## src/fmgc_pkg.sv

```systemverilog
// Shared types, event codes and constants for the fan mode and gear controller.
package fmgc_pkg;

    // Fixed field widths
    localparam int unsigned EVENT_W = 4;
    localparam int unsigned VALUE_W = 8;
    localparam int unsigned MODE_W  = 2;
    localparam int unsigned GEAR_W  = 3;
    localparam int unsigned SPEED_W = 7;
    localparam int unsigned HOURS_W = 3;
    localparam int unsigned TIMER_W = 4;

    // Default number of gears; at most eight are ever used
    localparam int unsigned GEAR_COUNT_DEF = 8;
    localparam int unsigned GEAR_TABLE_N   = 8;

    // Event codes
    localparam logic [EVENT_W-1:0] EV_POWER_KEY    = 4'd0;
    localparam logic [EVENT_W-1:0] EV_MODE_KEY     = 4'd1;
    localparam logic [EVENT_W-1:0] EV_TIMING_KEY   = 4'd2;
    localparam logic [EVENT_W-1:0] EV_CONFIRM_EXP  = 4'd3;
    localparam logic [EVENT_W-1:0] EV_SHUTDOWN_TCK = 4'd4;
    localparam logic [EVENT_W-1:0] EV_NATURE_TCK   = 4'd5;
    localparam logic [EVENT_W-1:0] EV_SLEEP_TCK    = 4'd6;
    localparam logic [EVENT_W-1:0] EV_CLOUD_POWER  = 4'd7;
    localparam logic [EVENT_W-1:0] EV_CLOUD_MODE   = 4'd8;
    localparam logic [EVENT_W-1:0] EV_CLOUD_SPEED  = 4'd9;
    localparam logic [EVENT_W-1:0] EV_CLOUD_TIMING = 4'd10;
    localparam logic [EVENT_W-1:0] EV_CLOUD_BRIGHT = 4'd11;
    localparam logic [EVENT_W-1:0] EV_RESET        = 4'd12;

    // Fan modes
    localparam logic [MODE_W-1:0] FM_NORMAL = 2'd0;
    localparam logic [MODE_W-1:0] FM_NATURE = 2'd1;
    localparam logic [MODE_W-1:0] FM_SLEEP  = 2'd2;

    // Timer running flags
    localparam logic [TIMER_W-1:0] TMR_NATURE   = 4'b0001;
    localparam logic [TIMER_W-1:0] TMR_SLEEP    = 4'b0010;
    localparam logic [TIMER_W-1:0] TMR_CONFIRM  = 4'b0100;
    localparam logic [TIMER_W-1:0] TMR_SHUTDOWN = 4'b1000;

    // Gears used by nature mode, timing and speed limits
    localparam logic [GEAR_W-1:0]  NATURE_SLOW   = 3'd1;
    localparam logic [GEAR_W-1:0]  NATURE_FAST   = 3'd6;
    localparam logic [HOURS_W-1:0] TIMING_MAX    = 3'd4;
    localparam logic [SPEED_W-1:0] SPEED_DEFAULT = 7'd10;
    localparam logic [SPEED_W-1:0] SPEED_MAX     = 7'd100;

    // Speed percent for each gear
    localparam logic [SPEED_W-1:0] SPEED_TABLE [GEAR_TABLE_N] = '{
        7'd10, 7'd20, 7'd35, 7'd55, 7'd60, 7'd75, 7'd85, 7'd100
    };

    // Architectural state of the fan
    typedef struct packed {
        logic               power;
        logic [MODE_W-1:0]  fan_mode;
        logic [GEAR_W-1:0]  gear;
        logic [SPEED_W-1:0] speed;
        logic [HOURS_W-1:0] hours;
        logic [HOURS_W-1:0] pending;
        logic               show_timing;
        logic               bright;
        logic [TIMER_W-1:0] timers;
    } t_fan_state;

    // State after one event together with its requests
    typedef struct packed {
        t_fan_state state;
        logic       save;
        logic       report;
    } t_step_result;

    localparam t_fan_state FAN_STATE_RESET = '{
        power:       1'b0,
        fan_mode:    FM_NORMAL,
        gear:        '0,
        speed:       SPEED_DEFAULT,
        hours:       '0,
        pending:     '0,
        show_timing: 1'b0,
        bright:      1'b0,
        timers:      '0
    };

endpackage

```

## src/fan_mode_gear_controller.sv

```systemverilog
// Top level of the fan mode and gear controller: request registers and fan state.
// Each request on the slave stream is one fan event (key, timer tick, cloud command
// or reset) and yields exactly one status item on the master stream, with the full
// fan status and one-shot save and report flags. A request is taken every clock
// cycle while the master side keeps up; an accepted request sits in the input
// register while the event logic works on it, and its status item enters the status
// register when that register is free or drains; the fan state is updated at the
// same edge so that the next request sees it. The input register refills while a
// finished status item still waits to be taken.
module fan_mode_gear_controller #(
    parameter int unsigned GEAR_COUNT = fmgc_pkg::GEAR_COUNT_DEF
) (
    input  logic        i_clk,
    input  logic        i_rst_n,
    // Event requests
    input  logic        i_s_tvalid,
    output logic        o_s_tready,
    input  logic [15:0] i_s_tdata,   // mode[3:0], value[11:4], zero[15:12]
    // Status results
    output logic        o_m_tvalid,
    input  logic        i_m_tready,
    // out_power[0], out_mode[2:1], out_gear[5:3], out_speed[12:6], out_timing[15:13],
    // out_timing_shown[18:16], out_show_timing[19], out_bright[20],
    // save_request[21], report_request[22], zero[23]
    output logic [23:0] o_m_tdata
);
    import fmgc_pkg::*;

    logic               r_in_valid;
    logic [EVENT_W-1:0] r_in_event;
    logic [VALUE_W-1:0] r_in_value;
    logic               r_out_valid;
    logic [23:0]        r_out_data;
    logic [23:0]        n_out_data;
    t_fan_state         r_state;
    t_step_result       step;
    logic               advance;

    // An event moves into the status register when that register is free or drains
    assign advance    = r_in_valid && (!r_out_valid || i_m_tready);
    assign o_s_tready = !r_in_valid || advance;

    // Input register
    always_ff @(posedge i_clk) begin
        if (!i_rst_n) begin
            r_in_valid <= 1'b0;
        end else if (o_s_tready) begin
            r_in_valid <= i_s_tvalid;
        end
    end

    always_ff @(posedge i_clk) begin
        if (o_s_tready && i_s_tvalid) begin
            r_in_event <= i_s_tdata[EVENT_W-1:0];
            r_in_value <= i_s_tdata[EVENT_W+VALUE_W-1:EVENT_W];
        end
    end

    // Event logic
    fmgc_step #(
        .GEAR_COUNT (GEAR_COUNT)
    ) u_step (
        .i_state  (r_state),
        .i_event  (r_in_event),
        .i_value  (r_in_value),
        .o_result (step)
    );

    // Fan state
    always_ff @(posedge i_clk) begin
        if (!i_rst_n) begin
            r_state <= FAN_STATE_RESET;
        end else if (advance) begin
            r_state <= step.state;
        end
    end

    // Pack the status item; speed reads zero while the fan is off
    always_comb begin
        n_out_data = {
            1'b0,
            step.report,
            step.save,
            step.state.bright,
            step.state.show_timing,
            step.state.pending,
            step.state.hours,
            (step.state.power ? step.state.speed : SPEED_W'(0)),
            step.state.gear,
            step.state.fan_mode,
            step.state.power
        };
    end

    // Status register
    always_ff @(posedge i_clk) begin
        if (!i_rst_n) begin
            r_out_valid <= 1'b0;
        end else if (advance) begin
            r_out_valid <= 1'b1;
        end else if (i_m_tready) begin
            r_out_valid <= 1'b0;
        end
    end

    always_ff @(posedge i_clk) begin
        if (advance) begin
            r_out_data <= n_out_data;
        end
    end

    assign o_m_tvalid = r_out_valid;
    assign o_m_tdata  = r_out_data;

endmodule

```

## src/fmgc_step.sv

```systemverilog
// Next-state logic: applies one event to the fan state and raises the requests.
module fmgc_step #(
    parameter int unsigned GEAR_COUNT = fmgc_pkg::GEAR_COUNT_DEF
) (
    input  fmgc_pkg::t_fan_state         i_state,
    input  logic [fmgc_pkg::EVENT_W-1:0] i_event,
    input  logic [fmgc_pkg::VALUE_W-1:0] i_value,
    output fmgc_pkg::t_step_result       o_result
);
    import fmgc_pkg::*;

    // Number of gears in use and the highest gear index
    localparam int unsigned GEAR_LIMIT = (GEAR_COUNT > GEAR_TABLE_N) ? GEAR_TABLE_N :
                                         (GEAR_COUNT < 1) ? 1 : GEAR_COUNT;
    localparam logic [GEAR_W:0]   GEAR_LIM_W = (GEAR_W+1)'(GEAR_LIMIT);
    localparam logic [GEAR_W-1:0] GEAR_TOP   = GEAR_W'(GEAR_LIMIT - 1);

    // Saturate a gear index to the gears in use
    function automatic logic [GEAR_W-1:0] clip_gear(input logic [GEAR_W-1:0] g);
        return ({1'b0, g} >= GEAR_LIM_W) ? GEAR_TOP : g;
    endfunction

    // Enter the current mode: set its timers, gear and speed
    function automatic t_fan_state apply_mode(input t_fan_state s_in);
        t_fan_state s;
        s = s_in;
        case (s.fan_mode)
            FM_NORMAL: begin
                s.timers = s.timers & ~(TMR_NATURE | TMR_SLEEP);
                s.gear   = clip_gear(s.gear);
                s.speed  = SPEED_TABLE[s.gear];
            end
            FM_NATURE: begin
                s.timers = (s.timers & ~TMR_SLEEP) | TMR_NATURE;
                s.gear   = clip_gear(NATURE_FAST);
                s.speed  = SPEED_TABLE[s.gear];
            end
            FM_SLEEP: begin
                s.timers = s.timers & ~TMR_NATURE;
                s.gear   = clip_gear(s.gear);
                s.speed  = SPEED_TABLE[s.gear];
                if (s.gear != '0) begin
                    s.timers = s.timers | TMR_SLEEP;
                end
            end
            default: begin
            end
        endcase
        return s;
    endfunction

    // Follow a change of the power flag
    function automatic t_fan_state apply_power(input t_fan_state s_in);
        t_fan_state s;
        s = s_in;
        if (s.power) begin
            if (s.hours != '0) begin
                s.timers = s.timers | TMR_SHUTDOWN;
            end
            s = apply_mode(s);
        end else begin
            s.timers      = '0;
            s.show_timing = 1'b0;
        end
        return s;
    endfunction

    t_fan_state         s;
    logic               save;
    logic               report;
    logic [SPEED_W-1:0] cloud_speed;
    logic [GEAR_W-1:0]  cloud_gear;
    logic [HOURS_W-1:0] hours_dec;

    // Gear for a cloud speed: first table entry not below it, else the top gear
    always_comb begin
        cloud_speed = (i_value > VALUE_W'(SPEED_MAX)) ? SPEED_MAX : i_value[SPEED_W-1:0];
        cloud_gear  = GEAR_TOP;
        for (int i = GEAR_TABLE_N - 1; i >= 0; i--) begin
            if ((i < GEAR_LIMIT) && (cloud_speed <= SPEED_TABLE[i])) begin
                cloud_gear = GEAR_W'(i);
            end
        end
    end

    // Event decode and state update
    always_comb begin
        s         = i_state;
        save      = 1'b0;
        report    = 1'b0;
        hours_dec = (i_state.hours != '0) ? i_state.hours - 1'b1 : i_state.hours;
        case (i_event)
            EV_POWER_KEY: begin
                s.power = ~i_state.power;
                s       = apply_power(s);
                save    = 1'b1;
                report  = 1'b1;
            end
            EV_MODE_KEY: begin
                if (i_state.power) begin
                    s.fan_mode = (i_state.fan_mode >= FM_SLEEP) ? FM_NORMAL
                                                                : i_state.fan_mode + 1'b1;
                    s      = apply_mode(s);
                    save   = 1'b1;
                    report = 1'b1;
                end
            end
            EV_TIMING_KEY: begin
                if (i_state.power) begin
                    if (!i_state.show_timing) begin
                        s.pending     = i_state.hours;
                        s.show_timing = 1'b1;
                    end else begin
                        s.pending = (i_state.pending >= TIMING_MAX) ? '0
                                                                    : i_state.pending + 1'b1;
                    end
                    s.timers = s.timers | TMR_CONFIRM;
                end
            end
            EV_CONFIRM_EXP: begin
                if ((i_state.timers & TMR_CONFIRM) != '0) begin
                    s.timers = s.timers & ~TMR_CONFIRM;
                    if (i_state.hours != i_state.pending) begin
                        s.hours  = i_state.pending;
                        report   = 1'b1;
                        s.timers = s.timers & ~TMR_SHUTDOWN;
                        if (i_state.pending != '0) begin
                            s.timers = s.timers | TMR_SHUTDOWN;
                        end
                    end
                    s.show_timing = 1'b0;
                end
            end
            EV_SHUTDOWN_TCK: begin
                if ((i_state.timers & TMR_SHUTDOWN) != '0) begin
                    s.hours   = hours_dec;
                    s.pending = hours_dec;
                    if (hours_dec == '0) begin
                        s.power = 1'b0;
                        s       = apply_power(s);
                    end
                    save   = 1'b1;
                    report = 1'b1;
                end
            end
            EV_NATURE_TCK: begin
                if ((i_state.timers & TMR_NATURE) != '0) begin
                    s.gear  = clip_gear((i_state.gear == clip_gear(NATURE_SLOW)) ? NATURE_FAST
                                                                                 : NATURE_SLOW);
                    s.speed = SPEED_TABLE[s.gear];
                    save    = 1'b1;
                    report  = 1'b1;
                end
            end
            EV_SLEEP_TCK: begin
                if ((i_state.timers & TMR_SLEEP) != '0) begin
                    s.gear  = clip_gear((i_state.gear != '0) ? i_state.gear - 1'b1 : '0);
                    s.speed = SPEED_TABLE[s.gear];
                    if (s.gear == '0) begin
                        s.timers = s.timers & ~TMR_SLEEP;
                    end
                    save   = 1'b1;
                    report = 1'b1;
                end
            end
            EV_CLOUD_POWER: begin
                if ((i_value != '0) != i_state.power) begin
                    s.power = (i_value != '0);
                    s       = apply_power(s);
                    save    = 1'b1;
                    report  = 1'b1;
                end
            end
            EV_CLOUD_MODE: begin
                if (i_state.power && (i_value <= VALUE_W'(FM_SLEEP))
                        && (i_value != VALUE_W'(i_state.fan_mode))) begin
                    s.fan_mode = i_value[MODE_W-1:0];
                    s          = apply_mode(s);
                    save       = 1'b1;
                    report     = 1'b1;
                end
            end
            EV_CLOUD_SPEED: begin
                if (i_state.power) begin
                    s.speed = cloud_speed;
                    s.gear  = cloud_gear;
                    if (i_state.fan_mode == FM_NATURE) begin
                        s.fan_mode = FM_NORMAL;
                        s.timers   = s.timers & ~TMR_NATURE;
                    end
                    if (i_state.fan_mode == FM_SLEEP) begin
                        s.timers = s.timers | TMR_SLEEP;
                    end
                    save = 1'b1;
                end
            end
            EV_CLOUD_TIMING: begin
                if (i_state.power && (i_value != VALUE_W'(i_state.hours))) begin
                    s.hours  = (i_value > VALUE_W'(TIMING_MAX)) ? TIMING_MAX
                                                                : i_value[HOURS_W-1:0];
                    s.timers = s.timers & ~TMR_SHUTDOWN;
                    if (i_value != '0) begin
                        s.timers = s.timers | TMR_SHUTDOWN;
                    end
                end
            end
            EV_CLOUD_BRIGHT: begin
                if (i_value <= VALUE_W'(1)) begin
                    s.bright = i_value[0];
                end
            end
            EV_RESET: begin
                s      = apply_power(FAN_STATE_RESET);
                save   = 1'b1;
                report = 1'b1;
            end
            default: begin
            end
        endcase
    end

    assign o_result = '{state: s, save: save, report: report};

endmodule

```

## config.mk

```make
export PLATFORM = sky130hd
export DESIGN_NAME = fan_mode_gear_controller
export DESIGN_NICKNAME = d
export VERILOG_FILES = /design/src/fmgc_pkg.sv /design/src/fan_mode_gear_controller.sv /design/src/fmgc_step.sv
export SDC_FILE = /design/constraint.sdc
export NUM_CORES = 1
export LEC_CHECK = 0
export ABC_AREA = 1
export BUFFER_PORTS_ARGS = -buffer_cell sky130_fd_sc_hd__buf_4
export CORE_UTILIZATION = 45
export DETAILED_ROUTE_END_ITERATION = 8
export PLACE_DENSITY_LB_ADDON = 0.1
export SYNTH_ARGS = -nofsm -noshare
export SYNTH_HDL_FRONTEND = slang
export SYNTH_SLANG_ARGS = --single-unit
```

## constraint.sdc

```tcl
create_clock -name i_clk -period 2.8 [get_ports i_clk]
set_input_delay 0.14 -clock i_clk [delete_from_list [all_inputs] [get_ports i_clk]]
set_output_delay 0.14 -clock i_clk [all_outputs]
set_load 0.02 [all_outputs]
```

# == After elaboration in Yosys (flattened, before gate mapping) ==
# Memories as Yosys holds them, arrays and structs flattened.
# Cells that the tools add are included.
# classes
n_bitwise,8
div_mod_pow,0
order_cmp,16
mux,82
n_addsub,4
n_mul,0
shift,0
reduce_logical,33
n_eq_ne,42
# op_table
op,n
two-way mux 25 bit,4
case mux 10 bit (9 select lines),1
case mux 10 bit (2 select lines),3
two-way mux 7 bit,7
two-way mux 3 bit,16
two-way mux 4 bit,11
case mux 4 bit (11 select lines),1
AND reduction 17 bit,2
AND reduction 14 bit,2
two-way mux 24 bit,1
case mux 3 bit (8 select lines),1
case mux 4 bit (3 select lines),2
"!= test 2 bit, second input constant",11
"less-or-equal comparator 7 x 6 -> 1 bit, second input constant",3
case mux 3 bit (7 select lines),1
"equality test 4 bit, second input constant",5
two-way mux 10 bit,2
two-way mux 19 bit,1
nonzero test 9 bit,2
"equality test 4 x 3 -> 1 bit, second input constant",4
two-way mux 1 bit,16
two-way mux 16 bit,1
case mux 1 bit (8 select lines),2
nonzero test 8 bit,2
42 further kinds,84
# word_totals
in_bits,20
memories,3
word_cells,206
mem_bits_rw,0
mem_bits_ro,168
register_bits,62
latch_bits,0
output_inout_bits,26
# mem_list
name,words,word_bits,rd,rd_ports_with_merged_regs,write_ports,line_no,source
(name not given),8,7,1,0,0,fmgc_step.sv:150,s.speed = SPEED_TABLE[s.gear];
(name not given),8,7,1,0,0,fmgc_step.sv:31,s.speed = SPEED_TABLE[s.gear];
(name not given),8,7,1,0,0,fmgc_step.sv:158,s.speed = SPEED_TABLE[s.gear];

# == Logic depth before layout (Yosys ltp) ==
# depth
depth_word,12
ltp_mapped,20
depth_no_buf,19

# == Modules after synthesis ==
# Synthesis repeated with hierarchy kept, for this count alone.
# hier_totals
hier_cells,808
hier_area_um2,5487.8
# modules_own_cells
mod,area_per_inst_um2,instances,seq_area_each_um2,cells_per_inst
fmgc_step,3044.2,1,0.0,583
fan_mode_gear_controller,2443.6,1,1591.5,225

# == Worst setup path after synthesis ==
# No wires, ideal clock.
# synth_path
kind,register to register
start,reg r_in_value[0]
end,"reg r_out_data[12] (netlist: o_m_tdata[12]), data pin"
path_stages_with_launch,14
t_arrival_ps,2139
setup_ps,258
path_buffers,1
period_less_slack_ps,2397
t_required_ps,2542
setup_slack_ps,403
cell_sequence,edfxtp_1 buf_2 inv_2 ha_1 nand2_1 ha_1 inv_1 nand2_1 o21ai_0 a21oi_1 nor2_1 nand4_1 nand2_1 nor2_1
# synth_via
elab_chain_cells,5
word_cells_on_any_way,19
cone_classes,order compare: 2; eq/ne: 4; mux: 8; reduce/logical: 5
# synth_lines
item,line_no,source
"start, declared",fan_mode_gear_controller.sv:31,logic [VALUE_W-1:0] r_in_value;
"start signal, assigned",fan_mode_gear_controller.sv:55,r_in_value <= i_s_tdata[EVENT_W+VALUE_W-1:EVENT_W];
"less-or-equal comparator 8 x 2 -> 1 bit, or another cell as far along",fmgc_step.sv:175,if (i_state.power && (i_value <= VALUE_W'(FM_SLEEP))
logical AND 1 bit or OR reduction 2 bit (tied branches),--,
logical AND 1 bit or case mux 10 bit (2 select lines) (tied branches),"fmgc_step.sv:176, fmgc_step.sv:27",
two-way mux 24 bit,fmgc_step.sv:175,
case mux 10 bit (9 select lines),fmgc_step.sv:92,case (i_event)
"end signal, assigned",fan_mode_gear_controller.sv:108,r_out_data <= n_out_data;
"end, declared",fan_mode_gear_controller.sv:33,logic [23:0] r_out_data;
# Several ways; a longest one is shown, not always the timed one. The select of a mux whose other input is x is not followed.
# A chain may end at the register's enable or synchronous reset.

# == Worst setup path after layout ==
# layout_path
start,reg r_state[19] (netlist bit)
end,"reg r_out_data[9] (netlist: o_m_tdata[9]), data pin"
# layout_via
elab_chain_cells,8
word_cells_on_any_way,28
cone_classes,add/sub: 1; eq/ne: 1; mux: 19; bitwise: 3; reduce/logical: 1; memory: 3
# layout_lines
item,line_no,source
"start, declared",fan_mode_gear_controller.sv:35,t_fan_state r_state;
"start signal, assigned",fan_mode_gear_controller.sv:74,r_state <= step.state;
"subtractor 3 x 1 -> 3 bit, or another cell as far along",fmgc_step.sv:157,s.gear = clip_gear((i_state.gear != '0) ? i_state.gear - 1'b1 : '0);
"two-way mux 3 bit, or another cell as far along",fmgc_step.sv:157,
"NOT 3 -> 4 bit (not written as such), or another cell as far along",fmgc_step.sv:158,
"memory (8 x 7 bit), or another cell as far along",--,
"two-way mux 7 bit (not written as such), or another cell as far along (2 in series)",fmgc_step.sv:158,
"two-way mux 10 bit, or another cell as far along",fmgc_step.sv:156,if ((i_state.timers & TMR_SLEEP) != '0) begin
case mux 10 bit (9 select lines) *,fmgc_step.sv:92,
# Mark *: on every way between the ends. The rest lies on a longest branch, timed or not. The select of a mux whose other input is x is not followed.

==> impl_metrics.json <==
{
  "io_pins": 46,
  "die_area_mm2": 0.0117,
  "initial_core_util": 0.465,
  "gp_congestion": 1.01,
  "end_kind": "register",
  "ys.flop_type": "edfxtp_1",
  "post-place-ws_ps": 272,
  "cts_sinks": 62,
  "timing.final.ws_setup_ps": 201,
  "maxCapViolations": 0,
  "die_h_um": 108,
  "tns_ps": 0,
  "placed_cells": 956,
  "portBuffers": 40,
  "overflow": 0,
  "tightest_slew_ps": 857,
  "tritoncts": "done",
  "grt_usage": 0.341,
  "first_iter_violations": 719,
  "slew_headroom": 0.423,
  "drt-total-wl_um": 19100,
  "timing.final.crit_share": 0.928,
  "nFillCells": 1076,
  "required_ps": 2890,
  "nNetsFinal": 880,
  "power_density_mw_per_mm2": 493,
  "power_mw": 3.04,
  "core_mm2": 0.0109,
  "status": "finished, final reports clean",
  "routed_via_density": 6.01,
  "drt_drc_violations_left": 0,
  "drive_above_1_share": 0.140,
  "register_area_mm2": 0.00159,
  "placement.cell_area_mm2": 0.00574,
  "layout_commonest_cell": "nand2_1",
  "worstSetupStartpointType": "register",
  "layout_common_cells": "nand2_1, nor2_1, inv_1",
  "setup_viol": 0,
  "grt_pass1_wl_um": 29600,
  "multiInputGateArea_mm2": 0.00298,
  "numCtsBuffers": 9,
  "worstSetupPathType": "reg -> reg",
  "yosysWarnings": 0,
  "via_count": 5911,
  "clockBufferDepth": 2,
  "clkLatencyLatePin_ps": 350,
  "worstPathMaxFanout": 7,
  "root_buffer": "clkbuf_16",
  "synth_cell_types": 47,
  "dp_hpwl_um": 14300,
  "fin_hold_ws_ps": 93.5,
  "grt_setup_unrepaired": "false",
  "period_minus_slack_ps": 2600,
  "ant_nets": 0,
  "cts.htree.levels": 3,
  "syn_area_mm2": 0.00508,
  "fin_skew_ps": 7.97,
  "fmax_mhz": 385,
  "final_core_util": 0.564,
  "wire_per_inst_um": 19.4,
  "leakage_nw": 2.76,
  "synth-edff-count": 35,
  "cp.arrival_ps": 2690,
  "antenna_found_initial": 0,
  "dr.pass1.iters": 5,
  "synthesis.instances": 763,
  "yosysSeqAreaShare": 0.313,
  "ir_worst_vdd_v": 0.000429,
  "design_area_mm2": 0.00617,
  "hold_class": "in -> reg",
  "synthArstFlopShare": 0,
  "final_cells": 984,
  "syn-num-nets": 804,
  "drv_slew": 0,
  "ys_seq_elements": 62,
  "hold_viol_final": 0,
  "avgSynthCellArea_um2": 6.66,
  "rows": 38,
  "grt_pass1_vias": 5451,
  "die_w_um": 108,
  "clk_pin_slew_ps": 60,
  "grt_max_degree": 43,
  "syn_to_final_growth_pct": 21.5,
  "diodes": 0
}
-- flip-flops by register name (all words and copies together) (netlist names) --
| signal | count |
|---|---|
| r_in_event | 4 |
| r_state | 25 |
| r_in_valid | 1 |
| o_m_tdata | 23 |
| o_m_tvalid | 1 |
| r_in_value | 8 |
-- metal layers --
layer	global-route usage	vias to the layer above	wire length [um]
met2	0.526	339	8320
met1	0.464	2753	8230
met3	0.0567	63	1790
li1	-	2756	-
met4	0.153	0	721
met5	0	-	0
-- area by class of cell --
class	count	area share
timing repair buffer	92	0.119
tap	140	0.0284
clock inverter	4	0.0116
clock buffer	12	0.0383
sequential	62	0.258
inverter	102	0.0620
multi-input combinational	572	0.483
-- cells by family (layout without fill, tap and decap cells) --
family	after synthesis	count (layout)	synth area share
flops	62	62	0.313
buf+inv	129	210	0.100
simple gates	321	321	0.270
other cells	1	1	0.000738
xor+xnor	7	7	0.0121
fa+ha+maj	21	21	0.0517
compound gates	222	222	0.252
-- cells in the mapped netlist, types with 13 or more instances --
cell type  instances  area share
o21ai_0           82       0.081
ha_1              21       0.052
nor2_1           103       0.076
inv_1             92       0.068
o22ai_1           13       0.016
a21oi_1           64       0.063
nand3_1           36       0.035
nand2_1          138        0.10
nand4_1           20       0.025
dfxtp_1           27        0.11
edfxtp_1          35        0.21
clkbuf_1          16       0.012
-- report_power, final --
part	switching [mW]	internal, mW
combinational	0.492	0.253
clock	0.430	0.777
sequential	0.0588	1.03
-- critical path, cell delays in order, from the launching register on --
cell and delay [ps]:
dfxtp_1 330, inv_1 90, ha_1 220, nand2_1 280, nand2_1 150, ha_1 220
nand2_1 90, o211ai_1 100, nand2_1 80, o31ai_1 80, nor3_1 350, nand4_1 190
o21ai_1 130, nor2_1 50
-- path summary, 6_finish.rpt --
check | endpoint | startpoint | slack (ps) | cells past startpoint
setup / recovery | o_m_tdata[9] | r_state[19] | 200 | 13
hold / removal | o_m_tvalid | i_m_tready | 90 | 4
setup reg to reg | o_m_tdata[9] | r_state[19] | 200 | 13
hold reg to reg | o_m_tvalid | o_m_tvalid | 520 | 2
-- timing repair --
item	CTS	global route
hold buffers	12	0
gates resized for setup	0	1
setup endpoints to repair	0	1
hold endpoints to repair	12	0
setup buffers	0	0
Power figures use the tool's default switching activity.
